--- src/fxa_pkg.sv ---
// ----------------------------------------------------------------------------
// fxa_pkg
// Types and constants of the fixed-point ALU.
// ----------------------------------------------------------------------------
`timescale 1ns / 1ps
`default_nettype none

package fxa_pkg;

    localparam int FRAC_BITS = 8;
    localparam int NCELL     = 32;

    typedef enum logic [3:0] {
        OP_ADD   = 4'd0,
        OP_SUB   = 4'd1,
        OP_MUL   = 4'd2,
        OP_DIV   = 4'd3,
        OP_GT    = 4'd4,
        OP_LT    = 4'd5,
        OP_GE    = 4'd6,
        OP_LE    = 4'd7,
        OP_EQ    = 4'd8,
        OP_NE    = 4'd9,
        OP_MIN   = 4'd10,
        OP_MAX   = 4'd11,
        OP_INC   = 4'd12,
        OP_DEC   = 4'd13,
        OP_TOINT = 4'd14
    } t_op;

    localparam logic signed [31:0] MAX32 = 32'sh7FFF_FFFF;
    localparam logic signed [31:0] MIN32 = 32'sh8000_0000;

    typedef struct packed {
        logic [3:0]         opcode;
        logic signed [31:0] operand_a;
        logic signed [31:0] operand_b;
    } t_req;

    typedef struct packed {
        logic signed [31:0] result_value;
        logic               compare_true;
        logic               overflowed;
        logic               divided_by_zero;
    } t_rsp;

    typedef struct packed {
        logic [3:0]  op;
        logic [31:0] res;
        logic        cmp;
        logic        ovf;
        logic        dz;
        logic        neg_m;
        logic        neg_d;
        logic [63:0] mag_m;
        logic        div_ovf;
        logic [32:0] rem;
        logic [31:0] qn;
        logic [32:0] den;
    } t_cell;

endpackage

`default_nettype wire

--- src/fxa_div_cell.sv ---
// ----------------------------------------------------------------------------
// fxa_div_cell
// One restoring-division step with its pipeline slot.
// ----------------------------------------------------------------------------
`timescale 1ns / 1ps
`default_nettype none

module fxa_div_cell (
    input  wire logic          i_clk,
    input  wire logic          i_rst_n,
    input  wire logic          i_load_next,
    input  wire logic          i_valid,
    input  wire fxa_pkg::t_cell i_data,
    output logic               o_load,
    output logic               o_valid,
    output fxa_pkg::t_cell     o_data
);
    import fxa_pkg::*;

    logic  r_valid;
    t_cell r_data;
    t_cell n_data;
    logic [33:0] rem2;
    logic [33:0] diff;
    logic        take;

    assign o_load  = !r_valid || i_load_next;
    assign o_valid = r_valid;
    assign o_data  = r_data;

    always_comb begin
        rem2 = {i_data.rem, i_data.qn[31]};
        diff = rem2 - {1'b0, i_data.den};
        take = rem2 >= {1'b0, i_data.den};
        n_data     = i_data;
        n_data.rem = take ? diff[32:0] : rem2[32:0];
        n_data.qn  = {i_data.qn[30:0], take};
    end

    always_ff @(posedge i_clk) begin
        if (!i_rst_n) begin
            r_valid <= 1'b0;
        end else if (o_load) begin
            r_valid <= i_valid;
        end
    end

    always_ff @(posedge i_clk) begin
        if (o_load) begin
            r_data <= n_data;
        end
    end

endmodule

`default_nettype wire

--- config.mk ---
export PLATFORM = sky130hd
export DESIGN_NAME = fxa_div_cell
export DESIGN_NICKNAME = d
export VERILOG_FILES = /design/src/fxa_pkg.sv /design/src/fxa_div_cell.sv
export SDC_FILE = /design/constraint.sdc
export NUM_CORES = 1
export LEC_CHECK = 0
export BUFFER_PORTS_ARGS = -buffer_cell sky130_fd_sc_hd__buf_2
export CAP_MARGIN = 30
export CORE_AREA = 2 2 162 164
export CTS_CLUSTER_DIAMETER = 40
export DETAILED_ROUTE_END_ITERATION = 6
export DIE_AREA = 0 0 164 166
export PLACE_DENSITY_LB_ADDON = 0.3
export SYNTH_ARGS = -nofsm -noshare
export SYNTH_HDL_FRONTEND = slang
export SYNTH_SLANG_ARGS = --single-unit
--- constraint.sdc ---
create_clock -name i_clk -period 7.6 [get_ports i_clk]
set_input_delay 1.52 -clock i_clk [delete_from_list [all_inputs] [get_ports i_clk]]
set_output_delay 1.52 -clock i_clk [all_outputs]
set_load 0.01 [all_outputs]
==> results.txt <==
EDFF count, synth: 204
DRC viols: 0
status: completed
post-CTS sizing: 0
LEAKAGE: 5.535 nW
CTS tree: built
final antenna-violating net count: 0
Max-Slew Margin vs Limit: 37.50%
WL final: 27,950 um
Clock Latency Late Sink: 500 ps
worst slew pin tran: 937.4 ps
fin crit share: 61.37%
P per Cell Area: 276.2 nW/um^2
largest net degree at the start of global routing: 76
Setup-failing EPs final: 0
Worst Hold Class: flip-flop to flip-flop
cell count after placement: 1,318
total negative slack: 0 ps
CTS Buffer Depth: 3
Final Skew: 11.04 ps
first-pass GRT wire length: 39,900 um
io pins: 414
WL/cell: 20.15 um
max_cap viols: 0
Pre-antenna DRT Iters: 7
Fmax achieved: 0.2144 GHz
initial antenna violation count: 6
H-tree depth: 2
Mapped Area: 8831 um^2
IO buf count: 413
GR Overflow Total: 0
synth unique cells: 60
Initial Util: 34.47%
CP startpoint kind: input pin
Setup CP Type: input pin to flip-flop
die height: 166 um
final hold vios: 0
NumNets Final: 1,263
maximum vdd drop: 0.1654 mV
Placeable Area: 25,620 um^2
Post-Synthesis Cells: 583
HPWL after DPL: 21,610 um
Setup Buffers After CTS: 0
sequential area share after synthesis: 69.59%
synthesized netlist net count: 825
asr flop ratio synth: 0%
DIE WIDTH: 164 um
layout cells sized above 1: 48.24%
crit end category: flip-flop
Post-CTS Hold Buffers: 0
crit path max fanout: 20
Die ar.: 27,220 um^2
clk slew on worst S/H paths: 60 ps
vias in the first global route: 6,529
Period minus WS final: 4664 ps
drt first-iter violations: 372
Slew Viols, Final: 0
clk sinks: 205
via count: 6,658
Critical Path AT: 4900 ps
via-per-instance ratio: 4.800
Syn. warnings: 0
Critical Path RT: 7840 ps
Primary FF master, synth: edfxtp_1
gp weighted congestion: 0.8601
Layout area overhead: 40.58%
row count: 59
TritonCTS buffer count: 36
RSZ-0062 raised after global routing: false
#FFs+latches synth: 205
Finished Layout Cells: 1,387
root buffer cell: clkbuf_16
syn avg cell area: 15.15 um^2
gr usage total: 19.66%
[final timing paths]
| check | to | slack, ps | cells after the start | startpoint |
|---|---|---|---|---|
| setup reg to reg | o_data[148]$_DFFE_PP_ | 5670 | 2 | o_valid$_SDFFE_PN0P_ |
| hold reg to reg | o_data[110]$_DFFE_PP_ | 910 | 1 | o_valid$_SDFFE_PN0P_ |
| hold / removal | o_data[110]$_DFFE_PP_ | 910 | 1 | o_valid$_SDFFE_PN0P_ |
| setup / recovery | o_data[87]$_DFFE_PP_ | 2940 | 13 | i_data[64] |
[cells in the mapped netlist, types with 8 or more instances]
cell        n  area [um^2]
mux2_4     19        285.3
ha_1       33        412.9
nand3_1    21        105.1
o21ai_0    29        145.1
inv_1      39        146.4
edfxtp_1  204         6126
nor3_1     11        55.05
o21a_1      9        67.56
nand4_1     8        50.05
a21o_1      9        67.56
a21oi_1    31        155.2
xnor2_1    14        122.6
nor2_1     25        93.84
nand2_1    31        116.4
[cells by family after synthesis]
logic type	after synthesis	share of synthesized area [%]
and+or+nand+nor	123	6.999
adders and majority gates	34	4.902
DFF	205	69.59
muxes	20	3.358
buffers and inverters	57	3.273
AOI/OAI and AO/OA	125	9.989
xor gates and xnor gates	19	1.884
[layer usage]
layer  global-route usage (%)  share of wire [%]  up-vias
met5                        0               0.19        -
met4                    7.285                3.6        8
met3                    6.893                9.6       67
met2                    33.74                 50      306
met1                    22.49                 37     3152
li1                         -                  -     3125
[registers in the layout (all words and copies together) (netlist names)]
| register | flops |
|---|---|
| o_data | 204 |
| o_valid | 1 |
[power by group]
part | total [mW] | leakage (nW) | internal [mW] | switching, mW
sequential | 1.39 | 2.12 | 1.36 | 0.0253
clock | 1.54 | 0.555 | 0.974 | 0.569
combinational | 0.495 | 2.86 | 0.215 | 0.280
total | 3.43 | 5.53 | 2.55 | 0.875
[through the flow]
step                total power [mW]  util, %  worst slack (ps)  instance area [um^2]  hold slack, ps
detailed placement             1.911    43.88              2426                 11240           902.4
finish                         3.428    48.46              2936                 12410           909.0
CTS                            3.472    48.43              2945                 12410           929.1
global placement               1.903    43.77              2492                 11210           910.5
floorplan                      1.695        -              1933                  8833            1619
global route                   3.567    48.44              2612                 12410           963.8
[critical path, cell delays in order]
cell and delay [ps]:
buf_2 110, inv_1 50, ha_1 160, inv_1 60, fa_1 420, a211oi_1 300, o21ai_0 160, a32oi_1 340
o21ai_1 200, nand3b_1 550, and2_4 490, inv_6 170, mux2_4 340
[placed cells by master (no fill, tap or decap), drive strengths merged, types with 6 or more instances in the layout]
cell type / count
a21o: 9
nand4: 8
a211oi: 6
edfxtp: 204
o21ai: 31
inv: 47
nor3: 11
clkinv: 9
buf: 417
nand3: 21
o31ai: 10
nand2: 31
a21oi: 31
mux2: 20
ha: 33
o21a: 9
clkbuf: 43
nor2: 25
xnor2: 14
[layout make-up]
type,instances,area [um^2]
antenna,3,7.507
clock buffer,43,948.4
multi-input combinational,321,2404
sequential,205,6146
tap,335,419.2
timing repair buffer,417,2117
fill,2348,13200
clock inverter,23,217.7
inverter,40,155.1
Note: power is estimated with default switching activity, not from simulation.
